**config.mk**
```make
export PLATFORM = sky130hd
export DESIGN_NAME = mp2w_max_unit
export DESIGN_NICKNAME = d
export VERILOG_FILES = /design/src/design/mp2w_pkg.sv /design/src/design/mp2w_max_unit.sv
export SDC_FILE = /design/constraint.sdc
export NUM_CORES = 1
export LEC_CHECK = 0
export ABC_CLOCK_PERIOD_IN_PS = 7000
export BUFFER_PORTS_ARGS = -buffer_cell sky130_fd_sc_hd__buf_2
export CAP_MARGIN = 10
export CORE_ASPECT_RATIO = 0.8
export CORE_MARGIN = 1
export CORE_UTILIZATION = 47
export DETAILED_ROUTE_END_ITERATION = 16
export HOLD_SLACK_MARGIN = 0.06
export MAX_ROUTING_LAYER = met4
export PLACE_DENSITY = 0.74
export SLEW_MARGIN = 20
export SYNTH_ARGS = -nofsm -noshare
export SYNTH_HDL_FRONTEND = slang
export SYNTH_SLANG_ARGS = --single-unit
export TNS_END_PERCENT = 5
```
**constraint.sdc**
```tcl
create_clock -name clk -period 7 [get_ports clk]
set_input_delay 0.35 -clock clk [delete_from_list [all_inputs] [get_ports clk]]
set_output_delay 0.35 -clock clk [all_outputs]
set_load 0.02 [all_outputs]
```
**src/design/mp2w_pkg.sv**
```systemverilog
// Shared types and constants for the 2-D max pooling window block.
package mp2w_pkg;

    localparam int COORD_W    = 12;
    localparam int DIM_W      = 7;
    localparam int KSZ_W      = 4;
    localparam int ROW_W      = 6;
    localparam int SAMPLE_W   = 16;
    localparam int CFG_IDX_W  = 3;
    localparam int MAX_KERNEL = 8;

    localparam logic signed [SAMPLE_W-1:0] PAD_VALUE = 16'sh8000;

    typedef enum logic [CFG_IDX_W-1:0] {
        REG_IN_HEIGHT  = 3'd0,
        REG_IN_WIDTH   = 3'd1,
        REG_OUT_HEIGHT = 3'd2,
        REG_OUT_WIDTH  = 3'd3,
        REG_KERNEL     = 3'd4,
        REG_STRIDE     = 3'd5,
        REG_PADDING    = 3'd6
    } reg_idx_t;

    typedef enum logic {
        MODE_LOAD  = 1'b0,
        MODE_QUERY = 1'b1
    } mode_t;

    typedef enum logic [1:0] {
        ST_IDLE,
        ST_SCAN,
        ST_DRAIN,
        ST_DONE
    } seq_state_t;

    typedef struct packed {
        logic [DIM_W-1:0] in_height;
        logic [DIM_W-1:0] in_width;
        logic [DIM_W-1:0] out_height;
        logic [DIM_W-1:0] out_width;
        logic [KSZ_W-1:0] kernel;
        logic [KSZ_W-1:0] stride;
        logic [2:0]       half_pad;
    } pool_cfg_t;

    typedef struct packed {
        logic clear;
        logic issue;
        logic in_plane;
        logic emit;
        logic err;
    } seq_ctl_t;

endpackage

```
**src/design/mp2w_max_unit.sv**
```systemverilog
// Shared compare unit: running maximum over the samples of one window.
module mp2w_max_unit
    import mp2w_pkg::*;
(
    input  logic                       clk,
    input  logic                       rst_n,
    input  seq_ctl_t                   ctl,
    input  logic signed [SAMPLE_W-1:0] rd_data,
    output logic signed [SAMPLE_W-1:0] best
);

    logic                       vld_reg;
    logic                       in_plane_reg;
    logic signed [SAMPLE_W-1:0] best_reg;
    logic signed [SAMPLE_W-1:0] best_next;
    logic signed [SAMPLE_W-1:0] cand;

    always_ff @(posedge clk or negedge rst_n)
    begin
        if (!rst_n)
        begin
            vld_reg      <= 1'b0;
            in_plane_reg <= 1'b0;
        end
        else
        begin
            vld_reg      <= ctl.issue;
            in_plane_reg <= ctl.in_plane;
        end
    end

    always_comb
    begin
        cand      = in_plane_reg ? rd_data : PAD_VALUE;
        best_next = best_reg;
        if (ctl.clear)
        begin
            best_next = PAD_VALUE;
        end
        else if (vld_reg && (cand > best_reg))
        begin
            best_next = cand;
        end
    end

    always_ff @(posedge clk)
    begin
        best_reg <= best_next;
    end

    assign best = best_reg;

endmodule

```
# After elaboration in Yosys (flattened, before gate mapping)
# Cells that the tools add are included.
# word_totals
wordCells,6
reg_bits,18
rom_bits,0
output_inout_bits,16
ramBits,0
latchBits,0
mem_count,0
# classes
bitwise_logic,0
n_shift,0
n_div,0
order_cmp,1
muxes,1
reduce_logical,1
add_sub_neg,0
mul,0
eq_ne,0
# op_table
cell,n
$gt A16 B16 Y1,1
$mux W16,1
$logic_and A1 B1 Y1,1

# Depth between registers and ports, before layout
# Gate-level depths: netlist of the first run.
# logic_depth
ltp_word,3
mapped_depth,10

# Worst setup path before layout of the first run
# Ideal clock, no wire load.
# synth_path
path_type,flip-flop to flip-flop
startpoint,reg in_plane_reg
endpoint,"reg best_reg[11], in the netlist best[11]"
path_slack_ps,4424
t_arrival_ps,2489
t_required_ps,6913
setup_ps,87
stages_incl_launch_ff,11
period_less_slack_ps,2576
cell_sequence,dfrtp_1 clkbuf_1 nand2b_1 ha_1 nand2_1 or3_4 a211oi_4 o31ai_4 clkbuf_2 or4b_1 o31ai_1
# synth_via
elab_chain_len,3
# synth_rtl
element,line,text
"start, declared",mp2w_max_unit.sv:13,logic in_plane_reg;
"start signal, assigned",mp2w_max_unit.sv:28,in_plane_reg <= ctl.in_plane;
$mux W16,mp2w_max_unit.sv:34,cand = in_plane_reg ? rd_data : PAD_VALUE;
net cand[15],mp2w_max_unit.sv:16,logic signed [SAMPLE_W-1:0] cand;
$gt A16 B16 Y1,mp2w_max_unit.sv:40,else if (vld_reg && (cand > best_reg))
$logic_and A1 B1 Y1,mp2w_max_unit.sv:40,
"end signal, assigned",mp2w_max_unit.sv:48,best_reg <= best_next;
"end, declared",mp2w_max_unit.sv:14,logic signed [SAMPLE_W-1:0] best_reg;
# The timed path passes the listed nets, and every way through them passes these cells.
# A chain may end at the register's enable or synchronous reset.

# Worst setup path after layout of the first run
# layout_path
startpoint,reg in_plane_reg
endpoint,"reg best_reg[13], in the netlist best[13]"
# layout_via
elab_chain_len,3
# layout_rtl
element,line
$mux W16 (*),mp2w_max_unit.sv:34
net cand[13],mp2w_max_unit.sv:16
$gt A16 B16 Y1,mp2w_max_unit.sv:40
$logic_and A1 B1 Y1,mp2w_max_unit.sv:40
# Mark *: on every way through the listed nets, which the timed path passes. The rest lies on a longest branch.

==> results of run 1 <==
[stage by stage]
stage	util [%]	area (um2)	hold slack, ns	setup WS, ns	cells
2_1_floorplan	-	1246	0.05441	4.424	133
3_3_place_gp	58.06	1441	0.1359	3.769	198
3_5_place_dp	58.06	1441	0.1406	3.763	198
4_1_cts	59.93	1488	0.1343	3.698	203
5_1_grt	59.93	1488	0.1309	3.431	203
6_report	59.93	1488	0.1511	3.696	203
[layout make-up]
cell class                      instances  area share (%)
Sequential cell                        18           24.89
Tap cell                               36           3.028
Clock buffer                            4           2.439
Timing Repair Buffer                   37           12.78
Multi-Input combinational cell         91           52.57
Inverter                               17           4.289
[report_power, final]
group	internal [mW]	switching, mW	total (mW)
registers	0.109	0.00388	0.112
clock network	0.0317	0.0326	0.0643
logic	0.0292	0.0439	0.0731
total	0.169	0.0804	0.250
[cell usage in the layout (no fill, tap or decap), types with 3 or more instances in the layout]
cell and instances:
or4b_1 14, and2_1 14, clkbuf_4 3, nand4_1 3, dfxtp_1 16, nand2_1 3, a21o_1 3, inv_1 17
ha_1 16, o31ai_1 15, buf_2 36
[metal layers]
layer / global-route usage, % / up-vias
li1: - / 565
met1: 25.57 / 504
met2: 34.83 / 28
met3: 5.676 / 0
met4: 4.186 / 0
met5: - / -
[cell families (layout without fill, tap and decap cells)]
group	Yosys count	in the layout
flip-flops	18	18
AO/OA/AOI/OAI	31	31
AND/OR/NAND/NOR	44	44
adder cells (fa/ha/maj)	16	16
buffers and inverters	24	58
[what timing repair did]
action / in CTS / in global routing
setup endpoints to repair: 0 / 0
gates resized for setup: 0 / 0
endpoints found under the hold margin: 2 / 0
hold buffers: 1 / 0
[worst max-delay path by stage]
stage,startpoint,end,slack (ns),cells past startpoint
2_1_floorplan,in_plane_reg$_DFF_PN0_,best[11]$_SDFFE_PP0P_,4.42,10
3_3_place_gp,in_plane_reg$_DFF_PN0_,best[1]$_SDFFE_PP0P_,3.77,8
3_5_place_dp,in_plane_reg$_DFF_PN0_,best[13]$_SDFFE_PP0P_,3.76,8
4_1_cts,in_plane_reg$_DFF_PN0_,best[13]$_SDFFE_PP0P_,3.70,8
5_1_grt,in_plane_reg$_DFF_PN0_,best[13]$_SDFFE_PP0P_,3.43,8
6_report,in_plane_reg$_DFF_PN0_,best[13]$_SDFFE_PP0P_,3.70,8
[worst register-to-register path, stage by stage, from the launching register on]
cell and delay [ns]:
dfrtp_1 0.55, and2_1 0.23, ha_1 0.31, a21o_1 0.19, a2111oi_0 0.41, o31ai_1 0.19
o31ai_4 0.57, nor2_1 0.43, o31ai_1 0.34
==> impl_metrics.ini, run 1 <==
[logic_synthesis]
yosysMostFrequentCell = inv_1
synthTopCellsByArea = dfxtp_1, ha_1, or4b_1
yosysUniqueCellTypes = 32
synth_top_area_cell = dfxtp_1
mappedNetlistNets = 172
avgSynthCellArea_um2 = 9.370
ys_ff_latch = 18
synthArstFlopShare_pct = 11.11
synth_mux_area_share_pct = 0
syn_area_mm2 = 0.001246
syn_inst = 133
yosysSeqAreaShare_pct = 29.72
synth_top_family_by_area = simple AND/OR/NAND/NOR gates
synth_edf_count = 0
synthFlopType = dfxtp_1
yosysWarnings = 0
synth.top_cell.area_share_pct = 25.70
synthAdderAreaFrac_pct = 16.06
synth_xor_area_share_pct = 0
ys_top_cells_by_count = inv_1, dfxtp_1, ha_1
synthSimpleGateAreaFrac_pct = 25.80
synth_compound_area_share_pct = 20.88

[timing]
hold_violations = 0
min_period_ns = 3.304
finalSetupTns_ns = 0
rsz0062_at_grt = false
final-setup-viol-count = 0
drv_slew = 0
slew_headroom_pct = 26.93
worstMarginPinSlew_ns = 1.092
finalCritPeriodShare_pct = 47.20
fmax_ghz = 0.3027
fin_worst_skew_ns = 0.006375

[detailed_routing]
met1_length_um = 1241
routed.top_layer = met3
drt_drc_violations_left = 0
finalWirelength_um = 2582
num_vias = 1097
dr_wl_met3_um = 110
routed_via_density = 5.404
ant_nets = 0
wl_per_cell_um = 12.72
drtIter0Drc = 23
drtPass1Iterations = 4
met2_length_um = 1230

[cts]
cts_sinks = 18
insertion_delay_ns = 0.29
cts-root-buf = clkbuf_4
clockBufferDepth = 2
htree_num_levels = 1
clk_pin_slew_ns = 0.11
cts_tree = built
post_cts_buffers = 0
cts_made_buffers = 3

[setup_path]
rr_startpoint = in_plane_reg$_DFF_PN0_
r2r-end = best[13]$_SDFFE_PP0P_
cp.arrival_ns = 3.51
r2r_setup_slack_ns = 3.70
cp_common_cell = o31ai_1
slowest_delay_ns = 0.57
worstPathRequired_ns = 7.20
reg2regPathDepth = 8
worst_setup_path_start_kind = flop
critPathCaptureType = flop
crit_type = reg2reg
critical-path-slowest-cell = o31ai_4
crit_chain = and2_1 -> ha_1 -> a21o_1 -> a2111oi_0 -> o31ai_1 -> o31ai_4 -> nor2_1 -> o31ai_1
cp_max_fo = 18
crit_buf_inv = 0
crit_family = compound AO/OA/AOI/OAI gates

[min_path]
hold_path_startpoint = ctl[3]
hold_class = in2reg
min_to = vld_reg$_DFF_PN0_
worstHoldPathCells = 1

[floorplanning]
die_w_um = 59.57
start_util_pct = 50.20
die_h_um = 48.06
core_mm2 = 0.002482
fp-row-count = 16
die_area_mm2 = 0.002863
io_pins = 39

[finish]
regArea_um2 = 370.4
area_delta_synth_final_pct = 19.38
nets = 207
drive_gt1_share_pct = 26.35
largest_reg_flops = 16
nFillCells = 249
multiInputGateArea_um2 = 782.0
n_antenna_cell = 0

[place]
dp_hpwl_um = 1940
port_buffers = 36
gp_congestion = 0.7864

[global_routing]
grt_overflow = 0
grt_pass1_vias = 966
antenna_found_initial = 0
grt_pass1_wl_um = 4195
grt_usage_pct = 20.80
grt_max_degree = 33

[pwr]
power_density_mw_per_mm2 = 168.0
irDropWorstVdd_uv = 131.0
power_uw = 249.9
p_leak_nw = 0.6587

[outcome]
status = finished clean

[job]
cap_violations = 0
No activity file was read; power rests on OpenSTA's default activity.
==> run 2: changes to the inputs <==
Settings changed: ABC_CLOCK_PERIOD_IN_PS 7000 to 3040.
Clock period 7 ns to 3.04 ns, I/O delays scaled along.
==> run 2 against run 1 <==
Effect of this change:
- die area is the same
- clock-buffer cell count is the same
- cell area grew 4.0%
- largest cell class unchanged
==> impl_metrics.ini, run 2 (synthesis gave the netlist of run 1 again) <==
[outcome]
status = finished clean

[setup_path]
critical_path.endpoint = best[14]$_SDFFE_PP0P_
r2r-end = best[14]$_SDFFE_PP0P_
critical-path-slowest-cell = dfrtp_2
rr_startpoint = in_plane_reg$_DFF_PN0_
crit_chain = and2_1 -> ha_1 -> a21o_1 -> a2111oi_0 -> o31ai_1 -> o31ai_4 -> nor2_1 -> buf_4 -> o31ai_1
worst_setup_path_start_kind = flop
cp_common_cell = o31ai_1
reg2regPathDepth = 9
crit_type = reg2reg
r2r_setup_slack_ns = 0.30
worstPathRequired_ns = 3.27
slowest_delay_ns = 0.52
cp.arrival_ns = 2.96
critPathCaptureType = flop
crit_start = in_plane_reg$_DFF_PN0_
cp_max_fo = 16

[timing]
min_period_ns = 2.736
hold_slack_ns = 0.1489
rsz0062_at_grt = false
final-setup-viol-count = 0
slew_headroom_pct = 67.87
fin_worst_skew_ns = 0.01687
finalCritPeriodShare_pct = 89.99
finalSetupTns_ns = 0
worstMarginPinSlew_ns = 0.4819
fmax_ghz = 0.3655
hold_violations = 0
drv_slew = 0

[detailed_routing]
ant_nets = 0
routed_via_density = 5.343
wl_per_cell_um = 13.10
finalWirelength_um = 2750
drt_drc_violations_left = 0
num_vias = 1122
drtPass1Iterations = 4
drtIter0Drc = 32

[cts]
clk_pin_slew_ns = 0.12
insertion_delay_ns = 0.31
post_cts_buffers = 0
clockBufferDepth = 2
htree_num_levels = 1
cts-root-buf = clkbuf_4
cts_tree = built
cts_made_buffers = 3
cts_sinks = 18

[global_routing]
grt_usage_pct = 21.74
grt_max_degree = 33
grt_overflow = 0
antenna_found_initial = 0
grt_pass1_wl_um = 4353
grt_pass1_vias = 1001

[floorplanning]
core_mm2 = 0.002482
die_h_um = 48.06
io_pins = 39
die_w_um = 59.57
fp-row-count = 16
start_util_pct = 50.20
die_area_mm2 = 0.002863

[finish]
fin_area_mm2 = 0.001546
n_antenna_cell = 0
drive_gt1_share_pct = 28.74
nets = 214
final_util_pct = 62.30
nFillCells = 243
largest_reg_flops = 16
area_delta_synth_final_pct = 24.10
final_common_cell = buf_2
final_cell_mix = buf_2, inv_1, ha_1, dfxtp_1, o31ai_1

[place]
dp_hpwl_um = 2048
placed_area_mm2 = 0.001479
gp_congestion = 0.7884
port_buffers = 36

[pwr]
power_density_mw_per_mm2 = 388.0
p_leak_nw = 0.6908
irDropWorstVdd_uv = 319.1

[min_path]
hold_class = in2async

[job]
cap_violations = 0
[run 2: routing by layer]
metal	routed length (um)	vias up	share of wire, %	GRT usage (%)
li1	-	579	-	-
met1	1351	508	49	27.23
met2	1244	31	45	36.40
met3	140	4	5.1	5.946
met4	14	0	0.51	2.791
met5	0	-	0	-
[run 2: how the worst min path moves through the flow]
stage                from                endpoint  slack, ns
finish              rst_n  in_plane_reg$_DFF_PN0_       0.15
global route        rst_n  in_plane_reg$_DFF_PN0_       0.14
CTS                 rst_n       vld_reg$_DFF_PN0_       0.14
detailed placement  rst_n  in_plane_reg$_DFF_PN0_      -0.06
global placement    rst_n       vld_reg$_DFF_PN0_      -0.06
floorplan           rst_n  in_plane_reg$_DFF_PN0_      -0.14
[run 2: area by class of cell]
type	instances	area, um2	share of cell area, %
Clock buffer	4	36.28	2.346
Inverter	17	63.81	4.126
Multi-Input combinational cell	91	782.0	50.57
Sequential cell	18	371.6	24.03
Tap cell	36	45.04	2.913
Timing Repair Buffer	44	247.7	16.02
[run 2: what timing repair did]
action | CTS | global route
gates resized for setup | 0 | 1
hold buffers | 3 | 0
hold endpoints to repair | 4 | 0
setup endpoints to repair | 0 | 6
[run 2: stage by stage]
step           cells  setup WS (ns)  total power [mW]
4_1_cts          210         0.2072            0.6029
6_report         210         0.3043            0.6001
5_1_grt          210        0.03027            0.6348
2_1_floorplan    133         0.4642            0.3851
3_5_place_dp     203         0.2531            0.4461
3_3_place_gp     203         0.2687            0.4400
[run 2: power breakdown]
group	switching (mW)	internal, mW
Sequential	0.00858	0.250
Combinational	0.106	0.0795
Clock	0.0827	0.0732
[run 2: critical path: cells and delay by family (launching register included)]
kind	cells	cell delay [ns]
DFF	1	0.52
adders and majority gates	1	0.32
and+or+nand+nor	2	0.28
AOI/OAI and AO/OA	5	1.33
buffers and inverters	1	0.20
==> run 3: changes to the inputs <==
--- a/config.mk
+++ b/config.mk
@@ -15,5 +15,5 @@
 export HOLD_SLACK_MARGIN = 0.06
 export MAX_ROUTING_LAYER = met4
-export PLACE_DENSITY = 0.74
+export PLACE_DENSITY = 0.73
 export SLEW_MARGIN = 20
 export SYNTH_ARGS = -nofsm -noshare
==> constraint.sdc (replaced) <==
create_clock -name clk -period 3.04 [get_ports clk]
set_input_delay 0.608 -clock clk [delete_from_list [all_inputs] [get_ports clk]]
set_output_delay 0.608 -clock clk [all_outputs]
set_load 0.02 [all_outputs]
==> run 3 against run 2 <==
Effect of this change:
- sequential share of layout area up 0.21 points
- largest cell class unchanged
- sequential power about the same
- clock-buffer cell count unchanged
- first-iteration DRC count down 59%
- non-clock buffer count down 2
- die area unchanged
- clock power down 3%
- setup slack worse by 0.063 ns
- global-route usage down 0.22 points
- hold slack better by 0.26 ns
- via count down 1.1%
==> impl_metrics.ini, run 3 (synthesis gave the netlist of run 1 again) <==
[timing]
fin_worst_skew_ns = 0.005095
finalCritPeriodShare_pct = 92.06
hold_violations = 0
rsz0062_at_grt = false
slew_headroom_pct = 53.33
fmax_ghz = 0.3573
worstMarginPinSlew_ns = 0.6993
min_period_ns = 2.799
final-setup-viol-count = 0
drv_slew = 0

[place]
port_buffers = 36
dp_hpwl_um = 1940
gp_congestion = 0.8166
placed_area_mm2 = 0.001479

[setup_path]
r2r_setup_slack_ns = 0.24
rr_startpoint = in_plane_reg$_DFF_PN0_
worst_setup_path_start_kind = flop
cp.arrival_ns = 2.97
worstPathRequired_ns = 3.21
crit_type = reg2reg
critPathCaptureType = flop
cp_max_fo = 17
crit_start = in_plane_reg$_DFF_PN0_

[finish]
area_delta_synth_final_pct = 22.59
final_util_pct = 61.54
drive_gt1_share_pct = 29.07
fin_area_mm2 = 0.001528
nets = 212
final_cell_mix = buf_2, inv_1, ha_1, dfxtp_1, o31ai_1
nFillCells = 242
n_antenna_cell = 0
final_common_cell = buf_2
largest_reg_flops = 16

[detailed_routing]
ant_nets = 0
drtPass1Iterations = 4
routed_via_density = 5.337
drt_drc_violations_left = 0
drtIter0Drc = 13
finalWirelength_um = 2619
wl_per_cell_um = 12.59
num_vias = 1110

[floorplanning]
die_area_mm2 = 0.002863
die_w_um = 59.57
core_mm2 = 0.002482
fp-row-count = 16
die_h_um = 48.06
io_pins = 39
start_util_pct = 50.20

[global_routing]
grt_usage_pct = 21.52
grt_max_degree = 33
grt_pass1_wl_um = 4340
grt_pass1_vias = 979
antenna_found_initial = 0
grt_overflow = 0

[cts]
htree_num_levels = 1
clk_pin_slew_ns = 0.10
post_cts_buffers = 0
cts-root-buf = clkbuf_4
clockBufferDepth = 2
cts_made_buffers = 3
cts_tree = built
cts_sinks = 18
insertion_delay_ns = 0.30

[min_path]
hold_path_startpoint = ctl[2]
hold_class = in2reg

[pwr]
power_density_mw_per_mm2 = 386.0
p_leak_nw = 0.6826
irDropWorstVdd_uv = 274.6

[outcome]
status = finished clean

[job]
cap_violations = 0
[run 3: cell count changes in the layout (fill, tap and decap cells not counted), sizes merged]
cell,previous run,this run
dlygate4sd3,3,1
[run 3: layout make-up]
class,instances,area (um2),share of cell area [%]
well taps,36,45.04,2.948
repair buffers,42,227.7,14.91
clock buffers,4,36.28,2.375
multi-input cells,91,784.5,51.35
flip-flops and latches,18,370.4,24.24
inverters,17,63.81,4.177
[run 3: worst max-delay path: stages (launching register included)]
cell and delay, ns:
dfrtp_1 0.50, and2_1 0.20, ha_1 0.29, buf_4 0.15, a21o_1 0.16, a2111oi_0 0.46
o31ai_1 0.20, o31ai_4 0.23, buf_4 0.24, or4b_1 0.15, o31ai_1 0.07
[run 3: path summary, 6_finish.rpt]
kind,end,cells past startpoint
max,best[14]$_SDFFE_PP0P_,10
min,in_plane_reg$_DFF_PN0_,1
max reg2reg,best[14]$_SDFFE_PP0P_,10
min reg2reg,best[0]$_SDFFE_PP0P_,2
max in group asynchronous,in_plane_reg$_DFF_PN0_,2
min in group asynchronous,vld_reg$_DFF_PN0_,2
[run 3: per-stage QoR]
| stage | setup slack, ns | cells | TNS, ns | hold WS (ns) | total power [mW] |
|---|---|---|---|---|---|
| after floorplan | 0.3872 | 133 | 0 | 0.3124 | 0.3851 |
| after detailed placement | -0.1553 | 203 | -1.935 | 0.3955 | 0.4409 |
| after CTS | 0.2614 | 208 | 0 | 0.3956 | 0.5992 |
| after global routing | 0.05607 | 208 | 0 | 0.3889 | 0.6325 |
| after global placement | -0.1677 | 203 | -1.751 | 0.3939 | 0.4375 |
| final | 0.2414 | 208 | 0 | 0.4120 | 0.5897 |
[run 3: report_power, final]
part	internal (mW)	leakage [nW]	switching, mW
logic	0.0744	0.508	0.105
registers	0.250	0.154	0.00814
clock network	0.0731	0.0210	0.0793
total	0.398	0.683	0.192
[run 3: repair_timing]
item	CTS	global route
hold buffers	1	0
endpoints found under the setup margin	2	0
resized for setup	1	0
endpoints found under the hold margin	2	0
[run 3: per-layer routing]
metal / up-vias / GRT usage, % / wire length (um)
li1: 578 / - / -
met4: 0 / 3.256 / 0
met3: 0 / 5.946 / 147
met1: 504 / 28.06 / 1313
met2: 28 / 34.16 / 1158
met5: - / - / 0
