## src/design/mp2w_pkg.sv

```systemverilog
// Shared types and constants for the 2-D max pooling window block.
package mp2w_pkg;

    localparam int COORD_W    = 12;
    localparam int DIM_W      = 7;
    localparam int KSZ_W      = 4;
    localparam int ROW_W      = 6;
    localparam int SAMPLE_W   = 16;
    localparam int CFG_IDX_W  = 3;
    localparam int MAX_KERNEL = 8;

    localparam logic signed [SAMPLE_W-1:0] PAD_VALUE = 16'sh8000;

    typedef enum logic [CFG_IDX_W-1:0] {
        REG_IN_HEIGHT  = 3'd0,
        REG_IN_WIDTH   = 3'd1,
        REG_OUT_HEIGHT = 3'd2,
        REG_OUT_WIDTH  = 3'd3,
        REG_KERNEL     = 3'd4,
        REG_STRIDE     = 3'd5,
        REG_PADDING    = 3'd6
    } reg_idx_t;

    typedef enum logic {
        MODE_LOAD  = 1'b0,
        MODE_QUERY = 1'b1
    } mode_t;

    typedef enum logic [1:0] {
        ST_IDLE,
        ST_SCAN,
        ST_DRAIN,
        ST_DONE
    } seq_state_t;

    typedef struct packed {
        logic [DIM_W-1:0] in_height;
        logic [DIM_W-1:0] in_width;
        logic [DIM_W-1:0] out_height;
        logic [DIM_W-1:0] out_width;
        logic [KSZ_W-1:0] kernel;
        logic [KSZ_W-1:0] stride;
        logic [2:0]       half_pad;
    } pool_cfg_t;

    typedef struct packed {
        logic clear;
        logic issue;
        logic in_plane;
        logic emit;
        logic err;
    } seq_ctl_t;

endpackage

```

## src/design/mp2w_seq.sv

```systemverilog
// Window sequencer: walks the kernel rows and columns and issues plane reads.
module mp2w_seq
    import mp2w_pkg::*;
#(
    parameter int MAX_WIDTH = 64,
    parameter int AW        = 12
)
(
    input  logic             clk,
    input  logic             rst_n,
    input  pool_cfg_t        cfg,
    input  logic             in_valid,
    input  logic             mode,
    input  logic [ROW_W-1:0] row,
    input  logic [ROW_W-1:0] col,
    input  logic             out_free,
    output logic             in_ready,
    output logic [AW-1:0]    rd_addr,
    output seq_ctl_t         ctl
);

    localparam int EXT_W = AW + COORD_W;

    seq_state_t                 state_reg, state_next;
    logic [KSZ_W-1:0]           n_reg, n_next;
    logic [KSZ_W-1:0]           m_reg, m_next;
    logic signed [COORD_W-1:0]  base_h_reg, base_h_next;
    logic signed [COORD_W-1:0]  base_w_reg, base_w_next;
    logic                       err_reg, err_next;
    logic signed [COORD_W-1:0]  h;
    logic signed [COORD_W-1:0]  w;
    logic signed [COORD_W-1:0]  org_h;
    logic signed [COORD_W-1:0]  org_w;
    logic                       in_plane;
    logic                       out_of_range;
    logic                       last_n;
    logic                       last_m;
    logic [KSZ_W-1:0]           k_last;

    always_ff @(posedge clk or negedge rst_n)
    begin
        if (!rst_n)
        begin
            state_reg <= ST_IDLE;
        end
        else
        begin
            state_reg <= state_next;
        end
    end

    always_ff @(posedge clk)
    begin
        n_reg      <= n_next;
        m_reg      <= m_next;
        base_h_reg <= base_h_next;
        base_w_reg <= base_w_next;
        err_reg    <= err_next;
    end

    always_comb
    begin
        org_h = signed'(COORD_W'(row) * COORD_W'(cfg.stride)) - signed'(COORD_W'(cfg.half_pad));
        org_w = signed'(COORD_W'(col) * COORD_W'(cfg.stride)) - signed'(COORD_W'(cfg.half_pad));
        h = base_h_reg + signed'(COORD_W'(n_reg));
        w = base_w_reg + signed'(COORD_W'(m_reg));
        in_plane = (h >= 0) && (h < signed'(COORD_W'(cfg.in_height)))
                && (w >= 0) && (w < signed'(COORD_W'(cfg.in_width)));
        rd_addr = AW'(EXT_W'(unsigned'(h)) * EXT_W'(MAX_WIDTH) + EXT_W'(unsigned'(w)));
        out_of_range = ({1'b0, row} >= cfg.out_height) || ({1'b0, col} >= cfg.out_width);
        k_last = cfg.kernel - KSZ_W'(1);
        last_n = (n_reg == k_last);
        last_m = (m_reg == k_last);
    end

    always_comb
    begin
        state_next   = state_reg;
        n_next       = n_reg;
        m_next       = m_reg;
        base_h_next  = base_h_reg;
        base_w_next  = base_w_reg;
        err_next     = err_reg;
        in_ready     = 1'b0;
        ctl          = '0;
        ctl.in_plane = in_plane;
        ctl.err      = err_reg;
        unique case (state_reg)
            ST_IDLE:
            begin
                in_ready = 1'b1;
                if (in_valid && (mode == MODE_QUERY))
                begin
                    ctl.clear   = 1'b1;
                    n_next      = '0;
                    m_next      = '0;
                    base_h_next = org_h;
                    base_w_next = org_w;
                    err_next    = out_of_range;
                    if (out_of_range || (cfg.kernel == '0))
                    begin
                        state_next = ST_DONE;
                    end
                    else
                    begin
                        state_next = ST_SCAN;
                    end
                end
            end
            ST_SCAN:
            begin
                ctl.issue = 1'b1;
                if (last_m)
                begin
                    m_next = '0;
                    if (last_n)
                    begin
                        state_next = ST_DRAIN;
                    end
                    else
                    begin
                        n_next = n_reg + KSZ_W'(1);
                    end
                end
                else
                begin
                    m_next = m_reg + KSZ_W'(1);
                end
            end
            ST_DRAIN:
            begin
                state_next = ST_DONE;
            end
            ST_DONE:
            begin
                if (out_free)
                begin
                    ctl.emit   = 1'b1;
                    state_next = ST_IDLE;
                end
            end
            default:
            begin
                state_next = ST_IDLE;
            end
        endcase
    end

    a_scan_in_window: assert property (@(posedge clk) disable iff (!rst_n)
        (state_reg == ST_SCAN) |-> ((n_reg < cfg.kernel) && (m_reg < cfg.kernel)))
        else $error("window counter beyond kernel");

    a_scan_ends_drain: assert property (@(posedge clk) disable iff (!rst_n)
        (state_reg == ST_SCAN) && last_n && last_m |=> (state_reg == ST_DRAIN))
        else $error("scan did not drain after last tap");

    a_emit_then_idle: assert property (@(posedge clk) disable iff (!rst_n)
        ctl.emit |=> (state_reg == ST_IDLE) && in_ready)
        else $error("sequencer not idle after result");

    a_error_skips_scan: assert property (@(posedge clk) disable iff (!rst_n)
        (state_reg == ST_IDLE) && in_valid && (mode == MODE_QUERY) && out_of_range
        |=> (state_reg == ST_DONE) && err_reg)
        else $error("flagged query entered scan");

endmodule

```

## config.mk

```make
export PLATFORM = sky130hd
export DESIGN_NAME = mp2w_seq
export DESIGN_NICKNAME = d
export VERILOG_FILES = /design/src/design/mp2w_pkg.sv /design/src/design/mp2w_seq.sv
export SDC_FILE = /design/constraint.sdc
export NUM_CORES = 1
export LEC_CHECK = 0
export ABC_AREA = 0
export BUFFER_PORTS_ARGS = -buffer_cell sky130_fd_sc_hd__clkbuf_2
export CORE_UTILIZATION = 52
export CTS_BUF_LIST = sky130_fd_sc_hd__clkbuf_2
export DETAILED_ROUTE_END_ITERATION = 8
export HOLD_SLACK_MARGIN = 0.12
export MAX_ROUTING_LAYER = met4
export PLACE_DENSITY = 0.74
export SYNTH_ARGS = -nofsm -noshare
export SYNTH_HDL_FRONTEND = slang
export SYNTH_SLANG_ARGS = --single-unit
export TNS_END_PERCENT = 5
```

## constraint.sdc

```tcl
create_clock -name clk -period 3.8 [get_ports clk]
set_clock_uncertainty 0.2 [all_clocks]
set_input_delay 0.19 -clock clk [delete_from_list [all_inputs] [get_ports clk]]
set_output_delay 0.19 -clock clk [all_outputs]
set_load 0.05 [all_outputs]
```

Yosys cells after proc, flatten, opt, wreduce, memory -nomap -nowiden
Index checks and enable logic that the tools add are counted.
{"block": "totals", "regBits": 35}
{"block": "op_classes", "add_sub_neg": 8, "n_mul": 2, "n_mux": 18, "reduce_logical": 13, "n_eq_ne": 10, "order_cmp": 6}
{"cell": "adder 12 x 5 -> 12 bit", "count": 2}
{"cell": ">= comparator 12 x 1 -> 1 bit (second input constant)", "count": 2}
{"cell": "< comparator 12 x 8 -> 1 bit", "count": 2}
{"cell": "subtractor 10 x 3 -> 11 bit", "count": 2}
{"cell": "multiplier 6 x 4 -> 10 bit", "count": 2}
{"cell": "2-to-1 mux 4 bit", "count": 4}
{"cell": "case mux 4 bit (2 select lines)", "count": 2}
{"cell": ">= comparator 6 x 7 -> 1 bit", "count": 2}
{"cell": "adder 12 bit", "count": 1}
{"cell": "2-to-1 mux 2 bit", "count": 5}
{"cell": "inequality test 2 bit (second input constant)", "count": 5}
{"cell": "adder 4 x 1 -> 4 bit (second input constant)", "count": 2}
{"cell": "== test 4 bit", "count": 2}
{"cell": "case mux 2 bit (4 select lines)", "count": 1}
{"cell": "AND reduction 4 bit", "count": 2}
{"cell": "2-to-1 mux 1 bit", "count": 6}
{"cell": "== test 2 bit (second input constant)", "count": 2}
{"cell": "logical AND 1 bit", "count": 4}
{"cell": "zero test 4 bit", "count": 1}
{"cell": "AND reduction 2 bit", "count": 2}
{"cell": "subtractor 4 x 1 -> 4 bit (second input constant)", "count": 1}
{"cell": "== test 2 x 1 -> 1 bit (second input constant)", "count": 1}
{"cell": "zero test 2 bit", "count": 1}
{"cell": "logical OR 1 bit", "count": 2}
{"cell": "nonzero test 2 bit", "count": 1}

Longest topological paths before layout
Gate-level depths: netlist (run 1).
{"block": "logic_depth", "ltp_word": 6, "mapped_depth": 14, "mapped_depth_nobuf": 13}

Least setup slack after synthesis (run 1)
Ideal clock, no wire load.
{"block": "synth_timing", "path_type": "register -> output", "from": "reg m_reg[0]", "to": "out ctl[2] in the netlist's numbering", "slack_ns": -0.082, "path_buffers": 1, "stages_incl_launch_ff": 14, "arrival_time_ns": 3.492, "path_cell_list": "edfxtp_1 ha_1 fa_1 a21o_1 a21oi_1 xnor2_1 ha_1 a21o_1 a21oi_1 o21ai_0 a211oi_1 o2111ai_1 a211oi_1 buf_4"}
{"block": "synth_between", "elab_chain_len": 4, "word_cells_on_any_way": 5, "classes_between": "add/sub (1); order compare (2); reduce/logical (2)"}
{"element": "start, declared", "line_no": "mp2w_seq.sv:26", "text": "logic [KSZ_W-1:0] m_reg, m_next;"}
{"element": "start signal, assigned", "line_no": "mp2w_seq.sv:55", "text": "m_reg <= m_next;"}
{"element": "adder 12 x 5 -> 12 bit (*)", "line_no": "mp2w_seq.sv:66", "text": "w = base_w_reg + signed'(COORD_W'(m_reg));"}
{"element": ">= comparator 12 x 1 -> 1 bit", "line_no": "mp2w_seq.sv:68", "text": "&& (w >= 0) && (w < signed'(COORD_W'(cfg.in_width)));"}
{"element": "logical AND 1 bit", "line_no": "mp2w_seq.sv:68"}
{"element": "logical AND 1 bit (*)", "line_no": "mp2w_seq.sv:68"}
{"element": "end, declared", "line_no": "mp2w_seq.sv:19", "text": "output seq_ctl_t ctl"}
Mark *: on every way between the ends. The rest lies on a longest branch, timed or not.

Final worst setup path (run 1)
{"block": "layout_timing", "from": "reg m_reg[0]", "to": "out rd_addr[11]"}
{"block": "layout_between", "elab_chain_len": 2}
{"element": "adder 12 x 5 -> 12 bit", "line_no": "mp2w_seq.sv:66"}
{"element": "adder 12 bit", "line_no": "mp2w_seq.sv:69", "text": "rd_addr = AW'(EXT_W'(unsigned'(h)) * EXT_W'(MAX_WIDTH) + EXT_W'(unsigned'(w)));"}
{"element": "end, declared", "line_no": "mp2w_seq.sv:18", "text": "output logic [AW-1:0] rd_addr,"}
Every way passes these cells.

==> results of run 1 <==
==> power breakdown <==
part | internal (mW) | total, mW | switching, mW
clock | 0.112 | 0.235 | 0.123
sequential | 0.544 | 0.606 | 0.0624
combinational | 1.16 | 2.78 | 1.62
total | 1.81 | 3.62 | 1.80
==> cell families after synthesis <==
kind of cell,share of synthesized area (%)
buffers and inverters,8.170
AOI/OAI and AO/OA,11.19
DFF,21.35
muxes,0.4630
and+or+nand+nor,14.73
xor gates and xnor gates,9.287
adders and majority gates,34.80
==> layout make-up <==
type	count	area, um2	share of cell area, %
inverters	92	345.3	6.101
clock buffers	5	25.02	0.4421
repair buffers	119	759.5	13.42
flip-flops and latches	33	980.9	17.33
clock inverters	3	46.29	0.8179
well taps	105	131.4	2.321
multi-input cells	374	3372	59.57
==> path summary, 6_finish.rpt <==
path / from / slack [ns] / to / depth (start not counted)
max in group asynchronous: rst_n / 2.84 / state_reg[0] / 3
hold / removal: cfg[24] / 0.16 / err_reg / 4
setup / recovery: m_reg[0] / -0.1 / rd_addr[11] / 16
min in group asynchronous: rst_n / 0.44 / state_reg[1] / 3
hold reg to reg: state_reg[1] / 0.39 / state_reg[1] / 1
setup reg to reg: state_reg[0] / 1.31 / n_reg[2] / 6
==> placed cells by master (no fill, tap or decap), types with 3 or more instances in the layout <==
| master | netlist | routed |
|---|---|---|
| inv_1 | 92 | 92 |
| ha_1 | 91 | 87 |
| clkbuf_2 | 0 | 74 |
| nand2_1 | 50 | 50 |
| buf_4 | 2 | 40 |
| edfxtp_1 | 31 | 31 |
| nor2_1 | 31 | 28 |
| xnor2_1 | 28 | 24 |
| fa_1 | 23 | 21 |
| and2_1 | 18 | 18 |
| xor2_1 | 17 | 15 |
| a21o_1 | 11 | 11 |
| a21oi_1 | 16 | 10 |
| nor3_1 | 8 | 7 |
| a211oi_1 | 9 | 6 |
| a21oi_2 | 0 | 6 |
| xnor2_2 | 2 | 6 |
| dlygate4sd3_1 | 0 | 6 |
| nor2b_1 | 5 | 5 |
| nand4_1 | 5 | 5 |
| nand3_1 | 5 | 5 |
| o21ai_1 | 6 | 5 |
| and3_1 | 5 | 5 |
| o21bai_1 | 4 | 4 |
| a211oi_2 | 0 | 3 |
| o21ai_0 | 4 | 3 |
| nor2_2 | 0 | 3 |
| o21a_1 | 3 | 3 |
| or4_1 | 3 | 3 |
| nand2b_1 | 3 | 3 |
| ha_2 | 0 | 3 |
==> tightest hold or removal path, cell delays in order <==
cell and delay (ns):
clkbuf_2 0.09, o22ai_1 0.16, nor2_1 0.11, nand2_1 0.08
==> through the flow <==
stage | std cells | setup TNS (ns) | setup slack [ns] | power (mW)
finish | 731 | -0.1358 | -0.09946 | 3.616
floorplan | 505 | -0.1532 | -0.08187 | 2.466
global placement | 695 | -0.01535 | -0.01535 | 2.945
detailed placement | 695 | -0.1039 | -0.06164 | 3.014
CTS | 722 | -0.1741 | -0.07175 | 3.451
global route | 731 | -0.6724 | -0.2616 | 3.924
==> per-layer routing <==
metal  share of wire [%]  wire (um)  track usage [%]
met4                 1.3        121            5.970
met5                   0          0                -
met2                  49       4420            39.13
met1                  47       4273            25.59
met3                 3.1        279            1.896
==> repair_timing <==
item | 4_1_cts | 5_1_grt
hold buffers | 6 | 0
setup endpoints to repair | 4 | 3
setup buffers | 13 | 9
pin swaps | 20 | 27
gates resized for setup | 23 | 17
hold endpoints to repair | 5 | 0
cloned | 0 | 0
==> run_results.csv, run 1 <==
group,metric,value,unit
grt,grt_pass1_vias,3723,
setup_path,crit_buf_inv,3,
finish,fill_cells,654,
setup_path,end_kind,"output pin",
die,fp.coreArea,8382,um2
synthesis,synthTopCellsByCount,"inv_1, ha_1, nand2_1",
routing,drc_errors,0,
place,hpwl,7603,um
grt,antenna_found_initial,0,
die,die_x,96.00,um
setup_path,cp-start-kind,"flop",
clock_network,clk_pin_slew,0.19,ns
place,gp_congestion,0.8478,
synthesis,synth.most_common_cell,"inv_1",
sta,setup_viol,2,
synthesis,ys_seq_elements,33,
flow_run,maxCapViolCount,0,
grt,gr-usage-all-layers,21.62,%
sta,whs,0.1559,ns
routing,drt_pass1_iterations,4,
synthesis,yosys.area.top_type_share,24.78,%
clock_network,cts_sinks,33,
power_and_ir_drop,power_leakage,2.923,nW
synthesis,ys_seq_area_share,21.35,%
sta,post-route-min-period,3.899,ns
grt,grt_max_degree,26,
routing,vias,3797,
place,portBuffers,73,
run_status,outcome,"complete, but fails checks",
synthesis,synth-edff-count,31,
synthesis,ys_dominant_reg_cell,"edfxtp_1",
routing,viasPerCell,5.194,
setup_path,slowest_delay,0.44,ns
sta,setup_slack,-0.09946,ns
routing,drt-initial-drc-count,99,
synthesis,synthDistinctLibCells,48,
sta,fmax,256.4,MHz
setup_path,arrival,3.51,ns
power_and_ir_drop,pwr_density_cell,638.9,nW/um2
run_status,failed_checks,"negative setup slack",
synthesis,yosysWarnings,0,
setup_path,slowest_stage,"edfxtp_1",
hold_path,min_path_type,"in2reg",
clock_network,numCtsBuffers,5,
sta,slew_headroom,67.86,%
clock_network,root_buffer,"clkbuf_2",
setup_path,cp_max_fo,3,
sta,worstMarginPinSlew,0.4812,ns
synthesis,synth.area.top_cells,"ha_1, edfxtp_1, fa_1",
die,io_pins,74,
synthesis,ys_async_sr_fraction,6.061,%
sta,min_period_over_period,102.6,%
sta,report.final.slew_viol_count,0,
finish,post-route-util,67.53,%
setup_path,path_cells,"ha_2 -> buf_4 -> buf_4 -> a211oi_2 -> nor2_2 -> o21ai_2 -> nor2_2 -> xor2_2 -> ha_1 -> a21o_1 -> a21oi_2 -> o21bai_1 -> a21oi_2 -> xnor2_1 -> xor2_1 -> clkbuf_8",
clock_network,clock_latency,0.38,ns
synthesis,synth_largest_area_cell,"ha_1",
grt,grt_overflow,0,
routing,avgRoutedWirePerCell,12.44,um
synthesis,syn_nets,675,
setup_path,setup.worst_path.class,"reg2out",
die,die_h,96.00,um
finish,fin_area,5660,um2
grt,grt_pass1_wl,15350,um
routing,wl,9094,um
finish,drive_above_1_share,24.60,%
synthesis,syn_area,4594,um2
routing,detail-route-antenna-nets,0,
place,placed_cell_area,5196,um2
setup_path,critPathRequiredTime,3.41,ns
die,dieArea,9215,um2
finish,antenna_cells,0,
sta,rsz0062_at_grt,"yes",
finish,area_growth,23.20,%
die,num_rows,33,
clock_network,ctsLongestPathBuffers,2,
clock_network,cts_tree,"done",
power_and_ir_drop,ir_drop,736.8,uV
sta,hold_violations,0,
setup_path,cp_top_family,"compound AO/OA/AOI/OAI gates",
die,floorplan.initialDensity,54.81,%
finish,layout.nets,795,
synthesis,syn_inst,505,
clock_network,htree_levels,2,
synthesis,syn_avg_cell_area,9.098,um2
Note: power is estimated with default switching activity, not from simulation.
==> inputs of run 2 (changes only) <==
--- a/config.mk
+++ b/config.mk
@@ -6,13 +6,14 @@
 export NUM_CORES = 1
 export LEC_CHECK = 0
 export ABC_AREA = 0
-export BUFFER_PORTS_ARGS = -buffer_cell sky130_fd_sc_hd__clkbuf_2
 export CORE_UTILIZATION = 52
 export CTS_BUF_LIST = sky130_fd_sc_hd__clkbuf_2
 export DETAILED_ROUTE_END_ITERATION = 8
+export DONT_BUFFER_PORTS = 1
 export HOLD_SLACK_MARGIN = 0.12
 export MAX_ROUTING_LAYER = met4
-export PLACE_DENSITY = 0.74
+export PLACE_DENSITY = 0.67
+export SLEW_MARGIN = 25
 export SYNTH_ARGS = -nofsm -noshare
 export SYNTH_HDL_FRONTEND = slang
 export SYNTH_SLANG_ARGS = --single-unit
==> run_results.csv, run 2 (synthesis gave the netlist of run 1 again) <==
group,metric,value,unit
run_status,outcome,"complete, no violations",
sta,slew_headroom,52.35,%
setup_path,cp_top_family,"compound AO/OA/AOI/OAI gates",
place,portBuffers,0,
finish,area_growth,12.80,%
grt,grt_use_met2,38.36,%
grt,top_usage_layer,"met2",
setup_path,worst-r2r-cell-count,7,
clock_network,cts_sinks,33,
place,placed_cell_area,4813,um2
hold_path,whs_endpoint,"state_reg[1]",
sta,fmax,263.4,MHz
setup_path,setup.worst_path.class,"reg2out",
sta,rsz0062_at_grt,"yes",
die,dieArea,9215,um2
die,fp.coreArea,8382,um2
die,die_h,96.00,um
grt,grt_pass1_wl,15070,um
setup_path,path_cells,"ha_1 -> a211oi_2 -> nor2_1 -> o21ai_2 -> nor2_1 -> xor2_1 -> ha_1 -> a21o_1 -> a21oi_2 -> o21bai_1 -> a21oi_1 -> xnor2_1 -> xor2_1 -> buf_4",
hold_path,min_path_type,"in2reg",
grt,grt_util_met1,25.06,%
setup_path,rr_startpoint,"state_reg[0]",
clock_network,htree_levels,2,
setup_path,slowest_delay,0.47,ns
sta,post-route-min-period,3.796,ns
routing,detail-route-antenna-nets,0,
setup_path,slowest_stage,"edfxtp_1",
place,dpl.cell_count,619,
finish,fin_area,5182,um2
die,io_pins,74,
finish,layout.nets,720,
power_and_ir_drop,power_leakage,2.577,nW
grt,grt_max_degree,25,
setup_path,crit_cells,14,
hold_path,worstHoldPathCells,4,
die,die_x,96.00,um
finish,final_cell_mix,"inv_1, ha_1, nand2_1, nor2_1, edfxtp_1",
finish,drive_above_1_share,9.437,%
place,gp_congestion,0.8339,
routing,vias,3456,
grt,antenna_found_initial,0,
clock_network,numCtsBuffers,5,
hold_path,min_from,"cfg[9]",
grt,grt_use_met3,3.160,%
setup_path,end_kind,"output pin",
sta,min_period_over_period,99.89,%
grt,grt_pass1_vias,3547,
clock_network,cts_tree,"done",
flow_run,maxCapViolCount,0,
setup_path,cp_max_fo,4,
clock_network,ctsLongestPathBuffers,2,
setup_path,r2r-end,"state_reg[1]",
finish,layout_commonest_cell,"inv_1",
routing,drt-initial-drc-count,107,
clock_network,root_buffer,"clkbuf_2",
power_and_ir_drop,ir_drop,498.5,uV
sta,worstMarginPinSlew,0.7147,ns
finish,antenna_cells,0,
routing,drc_errors,0,
routing,wl,8718,um
routing,drt_pass1_iterations,4,
place,hpwl,7330,um
routing,viasPerCell,5.268,
setup_path,cp-start-kind,"flop",
sta,setup_viol,0,
clock_network,clk_pin_slew,0.18,ns
sta,report.final.slew_viol_count,0,
power_and_ir_drop,pwr_density_cell,639.6,nW/um2
grt,grt_overflow,0,
setup_path,arrival,3.41,ns
die,floorplan.initialDensity,54.81,%
finish,final_cells,656,
setup_path,critPathRequiredTime,3.41,ns
setup_path,rrSetupSlack,1.13,ns
setup_path,crit_buf_inv,1,
grt,gr-usage-all-layers,21.60,%
die,num_rows,33,
clock_network,clock_latency,0.36,ns
sta,hold_violations,0,
sta,fin_tns_setup,0,ns
routing,avgRoutedWirePerCell,13.29,um
finish,post-route-util,61.83,%
finish,fill_cells,728,
## run 2: cell count changes in the layout (fill, tap and decap cells not counted), sizes merged
cell,previous run,this run
clkbuf,76,6
dlygate4sd3,6,16
buf,42,28
clkinvlp,1,0
## run 2: repair_timing
action,CTS,global route
setup buffers,13,0
hold buffers,16,0
hold endpoints to repair,12,0
setup endpoints to repair,3,3
gates resized for setup,11,1
pin swaps,16,1
## run 2: worst max-delay path by stage
stage / from / to / slack, ns
2_1_floorplan: m_reg[0] / ctl[2] / -0.08
3_3_place_gp: m_reg[1] / rd_addr[11] / 0.07
3_5_place_dp: m_reg[1] / rd_addr[11] / 0.04
4_1_cts: base_w_reg[1] / ctl[2] / -0.01
5_1_grt: base_w_reg[1] / rd_addr[11] / -0.26
6_report: base_w_reg[1] / rd_addr[11] / 0.004
## run 2: layout make-up
class | instances | area, um2 | share of cell area [%]
clock inverter | 2 | 33.78 | 0.6519
timing repair buffer | 44 | 374.1 | 7.219
sequential | 33 | 980.9 | 18.93
inverter | 92 | 345.3 | 6.663
clock buffer | 6 | 30.03 | 0.5794
tap | 105 | 131.4 | 2.535
multi-input combinational | 374 | 3287 | 63.42
## run 2: stage by stage
stage	power [mW]	hold WS [ns]	setup WS [ns]
after CTS	3.326	0.1357	-0.01420
after global placement	2.902	-0.3056	0.06847
after detailed placement	2.952	-0.3056	0.04387
final	3.315	0.1437	0.004076
after floorplan	2.466	-0.3056	-0.08187
after global routing	3.617	0.1485	-0.2625
## run 2: metal layers
layer / vias to the layer above / wire length (um)
li1: 1790 / -
met1: 1563 / 4164
met2: 88 / 4086
met3: 15 / 290
met4: 0 / 177
met5: - / 0
## run 2: worst register-to-register path: stages, from the launching register on
cell and delay, ns:
dfrtp_1 0.42, inv_1 0.09, ha_1 0.46, nand2_1 0.13
o21ai_0 0.08, dlygate4sd3_1 0.59, nor3b_4 0.25, mux2_1 0.34
## run 2: power by group
| part | internal, mW | switching, mW | leakage [nW] |
|---|---|---|---|
| Clock | 0.113 | 0.109 | 0.0406 |
| Combinational | 0.991 | 1.49 | 2.23 |
| Sequential | 0.544 | 0.0656 | 0.309 |
==> inputs of run 3 (changes only) <==
--- a/config.mk
+++ b/config.mk
@@ -8,11 +8,13 @@
 export ABC_AREA = 0
 export CORE_UTILIZATION = 52
 export CTS_BUF_LIST = sky130_fd_sc_hd__clkbuf_2
+export CTS_CLUSTER_SIZE = 24
 export DETAILED_ROUTE_END_ITERATION = 8
 export DONT_BUFFER_PORTS = 1
 export HOLD_SLACK_MARGIN = 0.12
 export MAX_ROUTING_LAYER = met4
 export PLACE_DENSITY = 0.67
+export SETUP_SLACK_MARGIN = 0.5
 export SLEW_MARGIN = 25
 export SYNTH_ARGS = -nofsm -noshare
 export SYNTH_HDL_FRONTEND = slang
==> run_results.csv, run 3 (synthesis gave the netlist of run 1 again) <==
group,metric,value,unit
setup_path,arrival,3.48,ns
sta,hold_violations,0,
place,dp_slack,0.09996,ns
hold_path,min_path_type,"in2reg",
place,portBuffers,0,
die,io_pins,74,
flow_run,maxCapViolCount,0,
clock_network,clk_pin_slew,0.18,ns
routing,vias,3541,
place,hpwl,7667,um
die,fp.coreArea,8382,um2
sta,rsz0062_at_grt,"yes",
die,dieArea,9215,um2
clock_network,cts_sinks,33,
run_status,failed_checks,"negative setup slack",
sta,fmax,258.2,MHz
grt,gr-usage-all-layers,22.79,%
sta,setup_viol,2,
clock_network,numCtsBuffers,5,
finish,layout_commonest_cell,"inv_1",
place,gp_congestion,0.8248,
routing,avgRoutedWirePerCell,14.05,um
routing,viasPerCell,5.349,
grt,grt_pass1_wl,15860,um
finish,fill_cells,693,
finish,layout.nets,725,
power_and_ir_drop,power_leakage,2.649,nW
setup_path,end_kind,"output pin",
grt,grt_pass1_vias,3720,
sta,slew_headroom,54.09,%
clock_network,ctsLongestPathBuffers,2,
routing,drc_errors,0,
finish,post-route-util,66.07,%
sta,post-route-min-period,3.873,ns
clock_network,cts_tree,"done",
power_and_ir_drop,ir_drop,584.8,uV
die,num_rows,33,
sta,setup_slack,-0.07335,ns
clock_network,clock_latency,0.38,ns
finish,area_growth,20.53,%
setup_path,setup.worst_path.class,"reg2out",
routing,drt_pass1_iterations,4,
run_status,outcome,"complete, but fails checks",
clock_network,root_buffer,"clkbuf_2",
grt,antenna_found_initial,1,
finish,final_cell_mix,"inv_1, ha_1, nand2_1, edfxtp_1, nor2_1",
sta,worstMarginPinSlew,0.6798,ns
routing,detail-route-antenna-nets,0,
die,floorplan.initialDensity,54.81,%
setup_path,critPathRequiredTime,3.41,ns
sta,report.final.slew_viol_count,0,
die,die_h,96.00,um
clock_network,htree_levels,2,
setup_path,cp_max_fo,2,
routing,wl,9303,um
grt,grt_max_degree,25,
power_and_ir_drop,pwr_density_cell,657.7,nW/um2
routing,drt-initial-drc-count,86,
die,die_x,96.00,um
setup_path,cp-start-kind,"flop",
finish,drive_above_1_share,17.63,%
grt,grt_overflow,0,
sta,min_period_over_period,101.9,%
==> run 3: cell type report <==
type	count	area [um2]	share of cell area (%)
well taps	105	131.4	2.372
clock inverters	2	10.01	0.1808
flip-flops and latches	33	980.9	17.71
multi-input cells	374	3585	64.73
inverters	92	349.1	6.304
diodes	1	2.502	0.04519
repair buffers	49	449.2	8.111
clock buffers	6	30.03	0.5423
==> run 3: worst paths after layout <==
check                             start           end  slack (ns)  depth (start not counted)
setup reg to reg           state_reg[0]  state_reg[1]        1.15                          7
hold / removal                  cfg[10]  state_reg[1]        0.12                          4
setup / recovery               m_reg[0]        ctl[2]       -0.07                         15
min in group asynchronous         rst_n  state_reg[0]        0.36                          2
hold reg to reg            state_reg[1]  state_reg[1]        0.38                          1
max in group asynchronous         rst_n  state_reg[1]        2.90                          2
==> run 3: critical path: stages (launching register included) <==
cell,delay [ns]
edfxtp_1,0.48
ha_4,0.19
fa_2,0.34
a21o_1,0.19
a21oi_4,0.18
buf_12,0.13
xnor2_4,0.13
ha_4,0.23
a21o_1,0.16
a21oi_2,0.13
o21ai_2,0.08
a211oi_2,0.18
buf_4,0.15
o2111ai_4,0.12
a211oi_2,0.22
buf_6,0.19
==> run 3: timing repair <==
item | in CTS | in global routing
hold buffers | 18 | 0
setup endpoints to repair | 6 | 8
buffers inserted | 9 | 3
pin swaps | 14 | 13
endpoints found under the hold margin | 13 | 0
resized for setup | 22 | 11
==> run 3: metrics by stage <==
| step | TNS (ns) | hold WS [ns] | power (mW) | cells | area [um2] |
|---|---|---|---|---|---|
| 2_1_floorplan | 0 | -0.3056 | 2.595 | 505 | 4830 |
| 3_3_place_gp | 0 | -0.3055 | 3.105 | 623 | 5047 |
| 6_report | -0.1030 | 0.1249 | 3.642 | 662 | 5538 |
| 3_5_place_dp | 0 | -0.3056 | 3.172 | 623 | 5047 |
| 4_1_cts | -0.2480 | 0.1293 | 3.558 | 658 | 5450 |
| 5_1_grt | -0.5847 | 0.1597 | 3.965 | 662 | 5538 |
==> run 3: metal layers <==
| layer | GRT usage [%] | routed length [um] | vias up | share of wire (%) |
|---|---|---|---|---|
| met4 | 8.333 | 223 | 0 | 2.4 |
| met3 | 2.607 | 361 | 17 | 3.9 |
| met2 | 41.61 | 4592 | 89 | 49 |
| met1 | 25.46 | 4125 | 1635 | 44 |
| met5 | - | 0 | - | 0 |
| li1 | - | - | 1800 | - |
==> run 3: power by group <==
part	internal, mW	switching (mW)	leakage, nW	total (mW)
Combinational	1.23	1.63	2.31	2.85
Clock	0.0462	0.117	0.0327	0.163
Sequential	0.545	0.0799	0.309	0.625
